**config.mk**
```make
export PLATFORM = sky130hd
export DESIGN_NAME = dirty_rectangle_tracker
export DESIGN_NICKNAME = d
export VERILOG_FILES = /design/src/hw/rtl/drt_pkg.sv /design/src/hw/rtl/drt_ram.sv /design/src/hw/rtl/drt_datapath.sv /design/src/hw/rtl/drt_ctrl.sv /design/src/hw/rtl/dirty_rectangle_tracker.sv
export VERILOG_INCLUDE_DIRS = /design/src /design/src/hw/rtl
export SDC_FILE = /design/constraint.sdc
export NUM_CORES = 2
export LEC_CHECK = 0
export BUFFER_PORTS_ARGS = -buffer_cell sky130_fd_sc_hd__buf_2
export CAP_MARGIN = 30
export CORE_MARGIN = 2
export CORE_UTILIZATION = 30
export CTS_CLUSTER_DIAMETER = 120
export CTS_CLUSTER_SIZE = 10
export DETAILED_ROUTE_END_ITERATION = 12
export PLACE_DENSITY_LB_ADDON = 0.2
export SYNTH_ARGS = -nofsm -noshare
export SYNTH_HDL_FRONTEND = slang
export SYNTH_HIERARCHICAL = 1
export SYNTH_SLANG_ARGS = --single-unit
```
**constraint.sdc**
```tcl
create_clock -name clk -period 17 [get_ports clk]
set_input_delay 3.4 -clock clk [delete_from_list [all_inputs] [get_ports clk]]
set_output_delay 3.4 -clock clk [all_outputs]
set_load 0.05 [all_outputs]
```
**src/hw/rtl/dirty_rectangle_tracker_defines.svh**
```systemverilog
// Assertion helpers shared by the tracker RTL.
`ifndef DIRTY_RECTANGLE_TRACKER_DEFINES_SVH
`define DIRTY_RECTANGLE_TRACKER_DEFINES_SVH

// Condition that must hold at every clock edge outside reset.
`define DRT_ASSERT_ALWAYS(label, clk, rst_n, cond, msg) \
    label: assert property (@(posedge clk) disable iff (!rst_n) (cond)) else $error(msg);

// Same-cycle implication.
`define DRT_ASSERT_IMP(label, clk, rst_n, ante, cons, msg) \
    label: assert property (@(posedge clk) disable iff (!rst_n) (ante) |-> (cons)) \
        else $error(msg);

// Next-cycle implication.
`define DRT_ASSERT_NEXT(label, clk, rst_n, ante, cons, msg) \
    label: assert property (@(posedge clk) disable iff (!rst_n) (ante) |=> (cons)) \
        else $error(msg);

`endif

```
**src/hw/rtl/drt_pkg.sv**
```systemverilog
package drt_pkg;

    localparam int RECT_W     = 64;
    localparam int IN_DATA_W  = 72;
    localparam int OUT_DATA_W = 72;
    localparam int CFG_ADDR_W = 1;
    localparam int CFG_DATA_W = 15;

    localparam logic [CFG_ADDR_W-1:0] CFG_SCREEN_WIDTH  = 1'd0;
    localparam logic [CFG_ADDR_W-1:0] CFG_SCREEN_HEIGHT = 1'd1;

    localparam logic [CFG_DATA_W-1:0] SCREEN_WIDTH_RST  = 15'd128;
    localparam logic [CFG_DATA_W-1:0] SCREEN_HEIGHT_RST = 15'd64;

    typedef enum logic [1:0] {
        CMD_ADD   = 2'd0,
        CMD_QUERY = 2'd1,
        CMD_CLEAR = 2'd2,
        CMD_FINAL = 2'd3
    } cmd_t;

    // Left/top inclusive, right/bottom exclusive.
    typedef struct packed {
        logic signed [15:0] x0;
        logic signed [15:0] y0;
        logic signed [15:0] x1;
        logic signed [15:0] y1;
    } rect_t;

    typedef enum logic [1:0] {
        WR_NEW  = 2'd0,
        WR_GROW = 2'd1,
        WR_CLIP = 2'd2
    } wr_sel_t;

    typedef enum logic [1:0] {
        OUT_QUERY = 2'd0,
        OUT_RECT  = 2'd1,
        OUT_NONE  = 2'd2
    } out_kind_t;

    typedef enum logic [4:0] {
        ST_IDLE,
        ST_DISPATCH,
        ST_ARD,
        ST_ACHK,
        ST_APPEND,
        ST_GRD,
        ST_GDIFF,
        ST_GMUL,
        ST_GCMP,
        ST_BRD,
        ST_BWR,
        ST_QRD,
        ST_QCHK,
        ST_QEMIT,
        ST_FRD,
        ST_FCHK,
        ST_FEND
    } state_t;

    typedef struct packed {
        logic      load_item;
        logic      rd_en;
        logic      wr_en;
        wr_sel_t   wr_sel;
        logic      diff_en;
        logic      mul_en;
        logic      cmp_en;
        logic      cmp_first;
        logic      pend_load;
        logic      out_load;
        out_kind_t out_kind;
        logic      out_hit;
        logic      out_last;
    } dp_cmd_t;

    typedef struct packed {
        cmd_t cmd;
        logic size_ok;
        logic touch;
        logic strict;
        logic survive;
        logic better;
        logic out_free;
    } dp_sts_t;

    function automatic logic signed [16:0] span(input logic signed [15:0] hi,
                                                input logic signed [15:0] lo);
        span = 17'(hi) - 17'(lo);
    endfunction

endpackage

```
**src/hw/rtl/drt_ram.sv**
```systemverilog
module drt_ram #(
    parameter int WIDTH = 64,
    parameter int DEPTH = 8,
    localparam int AW = (DEPTH > 1) ? $clog2(DEPTH) : 1
) (
    input  logic             clk,
    input  logic             we,
    input  logic [AW-1:0]    waddr,
    input  logic [WIDTH-1:0] wdata,
    input  logic             re,
    input  logic [AW-1:0]    raddr,
    output logic [WIDTH-1:0] rdata
);

    logic [WIDTH-1:0] mem [DEPTH];
    logic [WIDTH-1:0] rdata_reg;

    always_ff @(posedge clk)
    begin
        if (we)
        begin
            mem[waddr] <= wdata;
        end
        if (re)
        begin
            rdata_reg <= mem[raddr];
        end
    end

    assign rdata = rdata_reg;

endmodule

```
**src/hw/rtl/drt_datapath.sv**
```systemverilog
module drt_datapath
    import drt_pkg::*;
#(
    parameter int MAX_RECTS = 8,
    localparam int AW = (MAX_RECTS > 1) ? $clog2(MAX_RECTS) : 1
) (
    input  logic                   clk,
    input  logic                   rst_n,
    input  logic [1:0]             command,
    input  logic signed [15:0]     left,
    input  logic signed [15:0]     top,
    input  logic signed [15:0]     width,
    input  logic signed [15:0]     height,
    input  logic                   cfg_we,
    input  logic [CFG_ADDR_W-1:0]  cfg_addr,
    input  logic [CFG_DATA_W-1:0]  cfg_wdata,
    input  dp_cmd_t                ctl,
    input  logic [AW-1:0]          rd_addr,
    input  logic [AW-1:0]          wr_addr,
    output dp_sts_t                sts,
    output logic                   out_valid,
    input  logic                   out_ready,
    output logic [OUT_DATA_W-1:0]  out_data,
    output logic                   out_none,
    output logic                   out_last
);

    logic [CFG_DATA_W-1:0] screen_width_reg;
    logic [CFG_DATA_W-1:0] screen_height_reg;

    rect_t item_reg;
    logic  size_ok_reg;
    cmd_t  cmd_reg;

    logic [RECT_W-1:0] rd_data;
    rect_t             rd_rect;
    rect_t             grown;
    rect_t             clipped;
    rect_t             wr_rect;
    logic signed [15:0] sw_ext;
    logic signed [15:0] sh_ext;

    logic signed [16:0] dxu_reg, dyu_reg, dxr_reg, dyr_reg;
    logic signed [33:0] pu_reg, pr_reg;
    logic signed [34:0] growth;
    logic signed [34:0] best_growth_reg;

    rect_t pend_reg;
    logic  out_valid_reg;
    logic  out_free;
    logic  out_hit_reg;
    rect_t out_rect_reg;
    logic  out_none_reg;
    logic  out_last_reg;

    // Configuration registers.
    always_ff @(posedge clk or negedge rst_n)
    begin
        if (!rst_n)
        begin
            screen_width_reg  <= SCREEN_WIDTH_RST;
            screen_height_reg <= SCREEN_HEIGHT_RST;
        end
        else if (cfg_we)
        begin
            case (cfg_addr)
                CFG_SCREEN_WIDTH:  screen_width_reg  <= cfg_wdata;
                CFG_SCREEN_HEIGHT: screen_height_reg <= cfg_wdata;
                default: ;
            endcase
        end
    end

    drt_ram #(
        .WIDTH (RECT_W),
        .DEPTH (MAX_RECTS)
    ) u_store (
        .clk   (clk),
        .we    (ctl.wr_en),
        .waddr (wr_addr),
        .wdata (wr_rect),
        .re    (ctl.rd_en),
        .raddr (rd_addr),
        .rdata (rd_data)
    );

    always_comb
    begin
        rd_rect = rect_t'(rd_data);
        sw_ext  = $signed({1'b0, screen_width_reg});
        sh_ext  = $signed({1'b0, screen_height_reg});

        grown.x0 = (item_reg.x0 < rd_rect.x0) ? item_reg.x0 : rd_rect.x0;
        grown.y0 = (item_reg.y0 < rd_rect.y0) ? item_reg.y0 : rd_rect.y0;
        grown.x1 = (item_reg.x1 > rd_rect.x1) ? item_reg.x1 : rd_rect.x1;
        grown.y1 = (item_reg.y1 > rd_rect.y1) ? item_reg.y1 : rd_rect.y1;

        clipped.x0 = (rd_rect.x0 < 16'sd0) ? 16'sd0 : rd_rect.x0;
        clipped.y0 = (rd_rect.y0 < 16'sd0) ? 16'sd0 : rd_rect.y0;
        clipped.x1 = (rd_rect.x1 > sw_ext) ? sw_ext : rd_rect.x1;
        clipped.y1 = (rd_rect.y1 > sh_ext) ? sh_ext : rd_rect.y1;

        case (ctl.wr_sel)
            WR_NEW:  wr_rect = item_reg;
            WR_GROW: wr_rect = grown;
            WR_CLIP: wr_rect = clipped;
            default: wr_rect = item_reg;
        endcase

        growth = 35'(pu_reg) - 35'(pr_reg);
        out_free = !out_valid_reg || out_ready;

        sts.cmd     = cmd_reg;
        sts.size_ok = size_ok_reg;
        sts.touch   = (item_reg.x0 <= rd_rect.x1) && (item_reg.x1 >= rd_rect.x0) &&
                      (item_reg.y0 <= rd_rect.y1) && (item_reg.y1 >= rd_rect.y0);
        sts.strict  = (item_reg.x0 < rd_rect.x1) && (item_reg.x1 > rd_rect.x0) &&
                      (item_reg.y0 < rd_rect.y1) && (item_reg.y1 > rd_rect.y0);
        sts.survive = (clipped.x0 < clipped.x1) && (clipped.y0 < clipped.y1);
        sts.better  = ctl.cmp_first || (growth < best_growth_reg);
        sts.out_free = out_free;
    end

    // Item, growth pipeline and pending-result registers.
    always_ff @(posedge clk)
    begin
        if (ctl.load_item)
        begin
            cmd_reg     <= cmd_t'(command);
            item_reg.x0 <= left;
            item_reg.y0 <= top;
            item_reg.x1 <= left + width;
            item_reg.y1 <= top + height;
            size_ok_reg <= (width > 16'sd0) && (height > 16'sd0);
        end
        if (ctl.diff_en)
        begin
            dxu_reg <= span(grown.x1, grown.x0);
            dyu_reg <= span(grown.y1, grown.y0);
            dxr_reg <= span(rd_rect.x1, rd_rect.x0);
            dyr_reg <= span(rd_rect.y1, rd_rect.y0);
        end
        if (ctl.mul_en)
        begin
            pu_reg <= dxu_reg * dyu_reg;
            pr_reg <= dxr_reg * dyr_reg;
        end
        if (ctl.cmp_en && sts.better)
        begin
            best_growth_reg <= growth;
        end
        if (ctl.pend_load)
        begin
            pend_reg <= clipped;
        end
        if (ctl.out_load)
        begin
            case (ctl.out_kind)
                OUT_QUERY:
                begin
                    out_hit_reg  <= ctl.out_hit;
                    out_rect_reg <= '0;
                    out_none_reg <= 1'b0;
                    out_last_reg <= 1'b1;
                end
                OUT_RECT:
                begin
                    out_hit_reg  <= 1'b0;
                    out_rect_reg <= pend_reg;
                    out_none_reg <= 1'b0;
                    out_last_reg <= ctl.out_last;
                end
                default:
                begin
                    out_hit_reg  <= 1'b0;
                    out_rect_reg <= '0;
                    out_none_reg <= 1'b1;
                    out_last_reg <= 1'b1;
                end
            endcase
        end
    end

    always_ff @(posedge clk or negedge rst_n)
    begin
        if (!rst_n)
        begin
            out_valid_reg <= 1'b0;
        end
        else if (ctl.out_load)
        begin
            out_valid_reg <= 1'b1;
        end
        else if (out_ready)
        begin
            out_valid_reg <= 1'b0;
        end
    end

    assign out_valid = out_valid_reg;
    assign out_data  = {7'd0, out_rect_reg.y1, out_rect_reg.x1,
                        out_rect_reg.y0, out_rect_reg.x0, out_hit_reg};
    assign out_none  = out_none_reg;
    assign out_last  = out_last_reg;

endmodule

```
**src/hw/rtl/drt_ctrl.sv**
```systemverilog
`include "dirty_rectangle_tracker_defines.svh"

module drt_ctrl
    import drt_pkg::*;
#(
    parameter int MAX_RECTS = 8,
    localparam int AW = (MAX_RECTS > 1) ? $clog2(MAX_RECTS) : 1
) (
    input  logic          clk,
    input  logic          rst_n,
    input  logic          in_valid,
    output logic          in_ready,
    input  dp_sts_t       sts,
    output dp_cmd_t       cmd,
    output logic [AW-1:0] rd_addr,
    output logic [AW-1:0] wr_addr
);

    localparam int CNT_W = $clog2(MAX_RECTS + 1);

    state_t state_reg, state_next;
    logic [CNT_W-1:0] idx_reg, idx_next;
    logic [CNT_W-1:0] cnt_reg, cnt_next;
    logic [CNT_W-1:0] k_reg, k_next;
    logic [CNT_W-1:0] best_reg, best_next;
    logic             hit_reg, hit_next;

    logic [CNT_W-1:0] idx_inc;
    logic             idx_last;
    logic             table_full;
    logic             fin_go;

    assign idx_inc    = idx_reg + CNT_W'(1);
    assign idx_last   = (idx_inc == cnt_reg);
    assign table_full = (cnt_reg == CNT_W'(MAX_RECTS));
    // A surviving entry can only move on once the previous survivor has a free output slot.
    assign fin_go     = !sts.survive || (k_reg == '0) || sts.out_free;

    always_comb
    begin
        state_next = state_reg;
        case (state_reg)
            ST_IDLE:
            begin
                if (in_valid)
                begin
                    state_next = ST_DISPATCH;
                end
            end
            ST_DISPATCH:
            begin
                case (sts.cmd)
                    CMD_ADD:
                    begin
                        if (!sts.size_ok)
                        begin
                            state_next = ST_IDLE;
                        end
                        else if (cnt_reg == '0)
                        begin
                            state_next = ST_APPEND;
                        end
                        else
                        begin
                            state_next = ST_ARD;
                        end
                    end
                    CMD_QUERY: state_next = (cnt_reg == '0) ? ST_QEMIT : ST_QRD;
                    CMD_CLEAR: state_next = ST_IDLE;
                    CMD_FINAL: state_next = (cnt_reg == '0) ? ST_FEND : ST_FRD;
                    default:   state_next = ST_IDLE;
                endcase
            end
            ST_ARD:
            begin
                state_next = ST_ACHK;
            end
            ST_ACHK:
            begin
                if (sts.touch)
                begin
                    state_next = ST_IDLE;
                end
                else if (!idx_last)
                begin
                    state_next = ST_ARD;
                end
                else
                begin
                    state_next = table_full ? ST_GRD : ST_APPEND;
                end
            end
            ST_APPEND:
            begin
                state_next = ST_IDLE;
            end
            ST_GRD:
            begin
                state_next = ST_GDIFF;
            end
            ST_GDIFF:
            begin
                state_next = ST_GMUL;
            end
            ST_GMUL:
            begin
                state_next = ST_GCMP;
            end
            ST_GCMP:
            begin
                state_next = idx_last ? ST_BRD : ST_GRD;
            end
            ST_BRD:
            begin
                state_next = ST_BWR;
            end
            ST_BWR:
            begin
                state_next = ST_IDLE;
            end
            ST_QRD:
            begin
                state_next = ST_QCHK;
            end
            ST_QCHK:
            begin
                state_next = (sts.strict || idx_last) ? ST_QEMIT : ST_QRD;
            end
            ST_QEMIT:
            begin
                if (sts.out_free)
                begin
                    state_next = ST_IDLE;
                end
            end
            ST_FRD:
            begin
                state_next = ST_FCHK;
            end
            ST_FCHK:
            begin
                if (fin_go)
                begin
                    state_next = idx_last ? ST_FEND : ST_FRD;
                end
            end
            ST_FEND:
            begin
                if (sts.out_free)
                begin
                    state_next = ST_IDLE;
                end
            end
            default:
            begin
                state_next = ST_IDLE;
            end
        endcase
    end

    always_comb
    begin
        cmd       = '0;
        in_ready  = 1'b0;
        rd_addr   = idx_reg[AW-1:0];
        wr_addr   = idx_reg[AW-1:0];
        idx_next  = idx_reg;
        cnt_next  = cnt_reg;
        k_next    = k_reg;
        best_next = best_reg;
        hit_next  = hit_reg;
        case (state_reg)
            ST_IDLE:
            begin
                in_ready      = 1'b1;
                cmd.load_item = in_valid;
                idx_next      = '0;
            end
            ST_DISPATCH:
            begin
                hit_next = 1'b0;
                k_next   = '0;
                if (sts.cmd == CMD_CLEAR)
                begin
                    cnt_next = '0;
                end
            end
            ST_ARD, ST_GRD, ST_QRD, ST_FRD:
            begin
                cmd.rd_en = 1'b1;
            end
            ST_ACHK:
            begin
                if (sts.touch)
                begin
                    cmd.wr_en  = 1'b1;
                    cmd.wr_sel = WR_GROW;
                end
                else
                begin
                    idx_next = idx_last ? '0 : idx_inc;
                end
            end
            ST_APPEND:
            begin
                cmd.wr_en  = 1'b1;
                cmd.wr_sel = WR_NEW;
                wr_addr    = cnt_reg[AW-1:0];
                cnt_next   = cnt_reg + CNT_W'(1);
            end
            ST_GDIFF:
            begin
                cmd.diff_en = 1'b1;
            end
            ST_GMUL:
            begin
                cmd.mul_en = 1'b1;
            end
            ST_GCMP:
            begin
                cmd.cmp_en    = 1'b1;
                cmd.cmp_first = (idx_reg == '0);
                if (sts.better)
                begin
                    best_next = idx_reg;
                end
                idx_next = idx_inc;
            end
            ST_BRD:
            begin
                cmd.rd_en = 1'b1;
                rd_addr   = best_reg[AW-1:0];
            end
            ST_BWR:
            begin
                cmd.wr_en  = 1'b1;
                cmd.wr_sel = WR_GROW;
                wr_addr    = best_reg[AW-1:0];
            end
            ST_QCHK:
            begin
                if (sts.strict)
                begin
                    hit_next = 1'b1;
                end
                idx_next = idx_inc;
            end
            ST_QEMIT:
            begin
                if (sts.out_free)
                begin
                    cmd.out_load = 1'b1;
                    cmd.out_kind = OUT_QUERY;
                    cmd.out_hit  = hit_reg;
                end
            end
            ST_FCHK:
            begin
                wr_addr = k_reg[AW-1:0];
                if (fin_go)
                begin
                    idx_next = idx_inc;
                    if (sts.survive)
                    begin
                        cmd.wr_en     = 1'b1;
                        cmd.wr_sel    = WR_CLIP;
                        cmd.pend_load = 1'b1;
                        k_next        = k_reg + CNT_W'(1);
                        if (k_reg != '0)
                        begin
                            cmd.out_load = 1'b1;
                            cmd.out_kind = OUT_RECT;
                            cmd.out_last = 1'b0;
                        end
                    end
                end
            end
            ST_FEND:
            begin
                if (sts.out_free)
                begin
                    cmd.out_load = 1'b1;
                    cmd.out_kind = (k_reg != '0) ? OUT_RECT : OUT_NONE;
                    cmd.out_last = 1'b1;
                    cnt_next     = k_reg;
                end
            end
            default:
            begin
                cmd = '0;
            end
        endcase
    end

    always_ff @(posedge clk or negedge rst_n)
    begin
        if (!rst_n)
        begin
            state_reg <= ST_IDLE;
            idx_reg   <= '0;
            cnt_reg   <= '0;
            k_reg     <= '0;
            best_reg  <= '0;
            hit_reg   <= 1'b0;
        end
        else
        begin
            state_reg <= state_next;
            idx_reg   <= idx_next;
            cnt_reg   <= cnt_next;
            k_reg     <= k_next;
            best_reg  <= best_next;
            hit_reg   <= hit_next;
        end
    end

    `DRT_ASSERT_ALWAYS(a_count_bound, clk, rst_n, cnt_reg <= CNT_W'(MAX_RECTS), "table count overflow")
    `DRT_ASSERT_NEXT(a_accept_dispatch, clk, rst_n, in_valid && in_ready, state_reg == ST_DISPATCH, "accepted beat not dispatched")
    `DRT_ASSERT_IMP(a_compact_order, clk, rst_n, state_reg == ST_FCHK, k_reg <= idx_reg, "compaction write ahead of read")
    `DRT_ASSERT_IMP(a_out_slot_free, clk, rst_n, cmd.out_load, sts.out_free, "result loaded over a waiting beat")

endmodule

```
**src/hw/rtl/dirty_rectangle_tracker.sv**
```systemverilog
// Dirty rectangle tracker.
// Input beats on s_axis carry one command: add a rectangle, query for strict
// overlap, clear the table, or finalize. Add and clear give no output beat; a
// query gives one beat with the hit flag and tlast set; finalize clips every
// stored rectangle to the screen, compacts the table and gives one beat per
// surviving rectangle in table order, tlast on the final one, or a single beat
// with tuser set when nothing survives. The user must write screen size on the
// cfg port only while the block is idle; the block itself does not enforce this.
// One command is processed at a time; tready is high only in the idle state.
// Each table entry is read through the single read port of the table memory
// for a scan, and passes the read, difference, multiply and compare states in
// the least-growth search of a full table. A single output register holds one
// beat; while the receiver stalls, finalize waits for that slot before moving
// on. Reset empties the table and sets the screen to 128 by 64.
module dirty_rectangle_tracker
    import drt_pkg::*;
#(
    parameter int MAX_RECTS = 8
) (
    input  logic                  clk,
    input  logic                  rst_n,
    input  logic                  s_axis_tvalid,
    output logic                  s_axis_tready,
    // command[1:0], left[17:2], top[33:18], width[49:34], height[65:50]
    input  logic [IN_DATA_W-1:0]  s_axis_tdata,
    output logic                  m_axis_tvalid,
    input  logic                  m_axis_tready,
    // hit[0], out_left[16:1], out_top[32:17], out_right[48:33], out_bottom[64:49]
    output logic [OUT_DATA_W-1:0] m_axis_tdata,
    // none_left[0]
    output logic                  m_axis_tuser,
    output logic                  m_axis_tlast,
    input  logic                  cfg_we,
    input  logic [CFG_ADDR_W-1:0] cfg_addr,
    input  logic [CFG_DATA_W-1:0] cfg_wdata
);

    localparam int AW = (MAX_RECTS > 1) ? $clog2(MAX_RECTS) : 1;

    logic [1:0]         command;
    logic signed [15:0] left;
    logic signed [15:0] top;
    logic signed [15:0] width;
    logic signed [15:0] height;

    dp_cmd_t       ctl;
    dp_sts_t       sts;
    logic [AW-1:0] rd_addr;
    logic [AW-1:0] wr_addr;

    assign command = s_axis_tdata[1:0];
    assign left    = $signed(s_axis_tdata[17:2]);
    assign top     = $signed(s_axis_tdata[33:18]);
    assign width   = $signed(s_axis_tdata[49:34]);
    assign height  = $signed(s_axis_tdata[65:50]);

    drt_ctrl #(
        .MAX_RECTS (MAX_RECTS)
    ) u_ctrl (
        .clk      (clk),
        .rst_n    (rst_n),
        .in_valid (s_axis_tvalid),
        .in_ready (s_axis_tready),
        .sts      (sts),
        .cmd      (ctl),
        .rd_addr  (rd_addr),
        .wr_addr  (wr_addr)
    );

    drt_datapath #(
        .MAX_RECTS (MAX_RECTS)
    ) u_datapath (
        .clk       (clk),
        .rst_n     (rst_n),
        .command   (command),
        .left      (left),
        .top       (top),
        .width     (width),
        .height    (height),
        .cfg_we    (cfg_we),
        .cfg_addr  (cfg_addr),
        .cfg_wdata (cfg_wdata),
        .ctl       (ctl),
        .rd_addr   (rd_addr),
        .wr_addr   (wr_addr),
        .sts       (sts),
        .out_valid (m_axis_tvalid),
        .out_ready (m_axis_tready),
        .out_data  (m_axis_tdata),
        .out_none  (m_axis_tuser),
        .out_last  (m_axis_tlast)
    );

endmodule
```
=== Yosys cells after proc, flatten, opt, wreduce, memory -nomap -nowiden ===
Memories as Yosys holds them, arrays and structs flattened. A register that Yosys moved wholly into a read port is not among the register bits.
Index checks and enable logic that the tools add are counted.

* Bits in registers: 421
* Bits in writable memories: 512
* Memories: 1

* $add $sub $neg: 10
* $mul: 2
* $lt $le $gt $ge: 21
* Equality and inequality tests: 32
* Mux-type cells: 63
* Bitwise logic cells: 1
* Reduce and logical (&&, ||, !) cells: 41

{| class="wikitable"
|+ Memory list
! memory !! words !! width !! rd ports !! clocked after memory_dff !! wr ports !! line !! RTL
|-
| u_datapath.u_store.mem || 8 || 64 || 1 || 1 || 1 || drt_ram.sv:15 || <nowiki>logic [WIDTH-1:0] mem [DEPTH];</nowiki>
|}

{| class="wikitable"
|+ Operators with widths
! operator !! number
|-
| 16-bit two-way mux || 8
|-
| 64-bit one-hot mux with 2 select lines || 1
|-
| 16-bit > comparator || 6
|-
| 16-bit less-than comparator || 6
|-
| 5-bit one-hot mux with 14 select lines || 1
|-
| 17-bit by 17-bit multiplier with 34-bit output || 2
|-
| 16-bit by 16-bit subtractor with 17-bit output || 4
|-
| 4-bit two-way mux || 11
|-
| 5-bit by 4-bit equality test with 1-bit output, second input constant || 8
|-
| 5-bit two-way mux || 8
|-
| 35-bit less-than comparator || 1
|-
| 34-bit by 34-bit subtractor with 35-bit output || 1
|-
| 16-bit adder || 2
|-
| 16-bit >= comparator || 2
|-
| 16-bit by 1-bit > comparator with 1-bit output, second input constant || 2
|-
| 16-bit less-or-equal comparator || 2
|-
| 16-bit by 1-bit less-than comparator with 1-bit output, second input constant || 2
|-
| 3-bit two-way mux || 9
|-
| 5-bit by 3-bit equality test with 1-bit output, second input constant || 4
|-
| 5-bit one-hot mux with 4 select lines || 1
|-
| 3-bit one-hot mux with 3 select lines || 2
|-
| 4-bit one-hot mux with 4 select lines || 1
|-
| 1-bit two-way mux || 15
|-
| 3-bit AND reduction || 5
|-
| 28 further kinds || 66
|}

=== Logic depth before layout (Yosys ltp) ===
* Word-level depth: 12
* Mapped depth: 30

=== Cells and area by module ===
Netlist, hierarchy kept.

{| class="wikitable"
|+ Modules (own cells, without submodules)
! module !! times used !! cells an instance !! area each (um2)
|-
| drt_datapath || 1 || 4797 || 47803.3
|-
| drt_ram || 1 || 816 || 21187.8
|-
| drt_ctrl || 1 || 231 || 1926.8
|}

=== Worst setup path before layout ===
Ideal clock, no wire load.

* Path type: input to register
* Start point: input port m_axis_tready
* End point: memory u_datapath.u_store.mem[0][0] (enable)
* Library setup time: 0.565 ns
* Data arrival time: 8.816 ns
* Required time: 16.435 ns
* Slack: 7.620 ns
* Stages on the path: 7
* Path buffers: 2
* Cells stage by stage: nand2b_1 -> buf_4 -> clkbuf_1 -> o2111a_1 -> or3_1 -> nand2b_1 -> nor3_1

{| class="wikitable"
|+ RTL lines
! item !! line !! RTL
|-
| start, declared || dirty_rectangle_tracker.sv:27 || <nowiki>input logic m_axis_tready,</nowiki>
|-
| end, declared || drt_ram.sv:15 ||
|}

==> results by group <==
Logic synthesis
  • Post-synthesis cell count: 5,844
  • Async set or reset register ratio after synthesis: 0.0524
  • Synth Flop Type: edfxtp_1
  • Compound-Gate Fraction of Synth Area: 0.0725
  • Largest family of logic cells by synthesized area: adder cells
  • Mux cell area share after synthesis: 0.0652
  • Post-synthesis sequential area ratio: 0.417
  • Post-Synth XOR/XNOR Area: 0.0227
  • Average cell area after synthesis: 12.1 um^2
  • Ys Warns: 6
  • Post-synthesis adder-cell area fraction: 0.262
  • Synth Area in Simple Gates: 0.100
  • Cell area after synthesis: 70,900 um^2
  • Post-synth EDFFs: 941
  • #FFs+latches synth: 993
  • Netlist cell types: 102

GRT
  • Gr ovfl total: 0
  • First-pass GRT wire length: 298 mm
  • GRT Overall Usage: 0.164
  • Initial antenna violation count: 2
  • Vias in the first global route: 46,619
  • Largest net degree at the start of global routing: 80

STA
  • Endpoints failing setup: 0
  • Final period util: 0.482
  • RSZ-0062 raised after global routing: false
  • Max Fclk: 0.122 GHz
  • Min cycle time layout: 8.20 ns
  • Final hold vios: 0
  • Rel. slew slack: 0.318
  • Worst Tran Pin Value: 1.02 ns
  • Worst hold slack: 0.495 ns
  • Final worst clock skew: 0.0661 ns
  • Setup TNS Final: 0 ns
  • Final slew viol count: 0

Floorplan
  • Core Box Area: 235,000 um^2
  • Die Ht: 490 um
  • Ports: 169
  • Die area: 240,000 um^2
  • Die W: 490 um
  • Effective utilization at floorplan: 0.302
  • Core Rows: 178

Worst hold path
  • Worst Hold End: u_ctrl/hit_reg$_DFFE_PN0P_
  • Hold Path Cell Cnt: 2
  • Worst hold path startpoint: u_ctrl/hit_reg$_DFFE_PN0P_
  • HP Class: register to register

Worst setup path
  • Reg-to-reg endpoint: u_datapath/u_store/mem[6][35]$_DFFE_PP_
  • CP Data Required Time: 17.44 ns
  • CP max-delay cell: nand2_1
  • Worst Path Class, Setup: register to register
  • R2r startpoint: u_datapath/u_store/rdata[10]$_DFFE_PP_
  • Crit end category: register
  • Crit-path cells: ha_1, and3_1, a221o_1, a221o_2, o21ai_4, mux2i_1, ha_1, a21o_1, a21o_1, a21oi_1, o221ai_1, or3_1, nor3_1, buf_4, o2111a_1, buf_4, ha_1, clkinv_1, nand2_1, buf_4, nor2_1, a222oi_1, inv_1
  • CP Launch Type: register
  • Worst R2R Setup Slack: 8.80 ns
  • Crit-path max FO: 18
  • Crit path DAT: 8.64 ns
  • Reg2reg path depth: 23
  • CP max stage delay: 0.80 ns

Detailed routing
  • Iter 0 DRT Violations: 2,762
  • Total wire length: 198 mm
  • Post-DR wirelength/cell: 21.5 um
  • Post-route ant nets: 0
  • Vias per cell: 4.81
  • Drt first pass iters: 6
  • DR vias: 44,322
  • DRC errors left: 0

Final layout
  • Syn-to-layout area delta: 10.9%
  • Fillcell total: 23,603
  • Most frequent cells in the layout: edfxtp_1, inv_1, fa_1
  • Nets: 7,212
  • Layout cells sized above 1: 0.110
  • Commonest non-fill, non-tap cell in the layout: edfxtp_1
  • Max reg flops: 512

Clock tree
  • Setup Fix Bufs, Post-CTS: 0
  • Post-CTS sizing: 0
  • Htree depth: 3
  • CTS clk-pin slew, worst paths: 0.06 ns
  • Clock Latency Late Sink: 0.78 ns
  • Clock tree buffer depth: 3
  • Clk sinks: 993
  • CTS tree: done
  • CTS Buf Count: 111
  • Hold-fix buffers at CTS: 0
  • CTS root buffer: clkbuf_16

Run status
  • Status: finished, final reports clean

Place
  • Dpl hpwl: 149 mm
  • GP Congestion: 0.877
  • Buffers on Ports: 153

Job
  • Max-cap violation count: 0
==> layer usage <==
metal | GRT usage | vias to the layer above | routed length, um
met4 | 0.0638 | 0 | 7660
li1 | - | 20363 | -
met2 | 0.277 | 935 | 96100
met1 | 0.216 | 22773 | 86700
met5 | 0 | - | 0
met3 | 0.0159 | 251 | 7270
==> cell type report <==
type,instances,area [um^2],area share
clock buffer,159,2970,0.0377
inverter,907,3400,0.0433
sequential,993,29600,0.376
antenna,2,5.00,0.0000636
timing repair buffer,220,1320,0.0168
clock inverter,12,244,0.00310
multi-input combinational,3763,37200,0.473
tap,3150,3940,0.0501
==> logic make-up (layout without fill, tap and decap cells) <==
family,Yosys count,count (layout)
muxes,279,279
xor gates and xnor gates,182,182
adders and majority gates,1123,1123
other,1,11
AOI/OAI and AO/OA,754,754
DFF,993,993
and+or+nand+nor,1416,1416
buffers and inverters,1096,1298
==> metrics by stage <==
| stage | instances | worst slack, ns | cell area [um^2] | utilization |
|---|---|---|---|---|
| final | 9206 | 8.80 | 78700 | 0.334 |
| after global routing | 9205 | 8.52 | 78700 | 0.334 |
| after CTS | 9204 | 8.76 | 78700 | 0.334 |
| after detailed placement | 9033 | 8.85 | 75400 | 0.321 |
| after global placement | 9026 | 8.73 | 75300 | 0.320 |
| after floorplan | 5852 | 7.62 | 70900 | - |
==> synth_stat cells, types with 70 or more instances <==
cell,count,area share
mux4_2,128,0.041
clkbuf_1,121,0.0064
a21oi_1,205,0.014
o21ai_0,113,0.0080
mux2_2,120,0.019
inv_1,905,0.048
edfxtp_1,941,0.40
a21o_1,87,0.0092
nand2_1,411,0.022
and2_1,360,0.032
fa_1,599,0.17
xnor2_1,144,0.018
nor2_1,271,0.014
ha_1,524,0.092
nor3_1,70,0.0049
==> how the worst max path moves through the flow <==
stage / startpoint / to / slack [ns] / cells past startpoint
finish: u_datapath/u_store/rdata[10]$_DFFE_PP_ / u_datapath/u_store/mem[6][35]$_DFFE_PP_ / 8.80 / 23
global placement: u_datapath/u_store/rdata[25]$_DFFE_PP_ / u_datapath/u_store/mem[4][35]$_DFFE_PP_ / 8.73 / 25
global route: u_datapath/u_store/rdata[10]$_DFFE_PP_ / u_datapath/u_store/mem[4][35]$_DFFE_PP_ / 8.52 / 23
CTS: u_datapath/u_store/rdata[10]$_DFFE_PP_ / u_datapath/u_store/mem[4][35]$_DFFE_PP_ / 8.76 / 23
detailed placement: u_datapath/u_store/rdata[11]$_DFFE_PP_ / u_datapath/u_store/mem[1][35]$_DFFE_PP_ / 8.85 / 23
floorplan: m_axis_tready / u_datapath/u_store/mem[0][0]$_DFFE_PP_ / 7.62 / 7
==> worst max-delay path, delay by kind of cell (launching register included) <==
family | cells | cell delay [ns]
AO/OA/AOI/OAI | 9 | 2.93
adder cells (fa/ha/maj) | 3 | 0.85
buffers and inverters | 5 | 1.42
flip-flops | 1 | 0.54
multiplexers | 1 | 0.49
AND/OR/NAND/NOR | 5 | 1.58
Power is left out: the tool's default activity adds up to more than one toggle a clock period on the data nets, which glitch-free logic cannot reach.
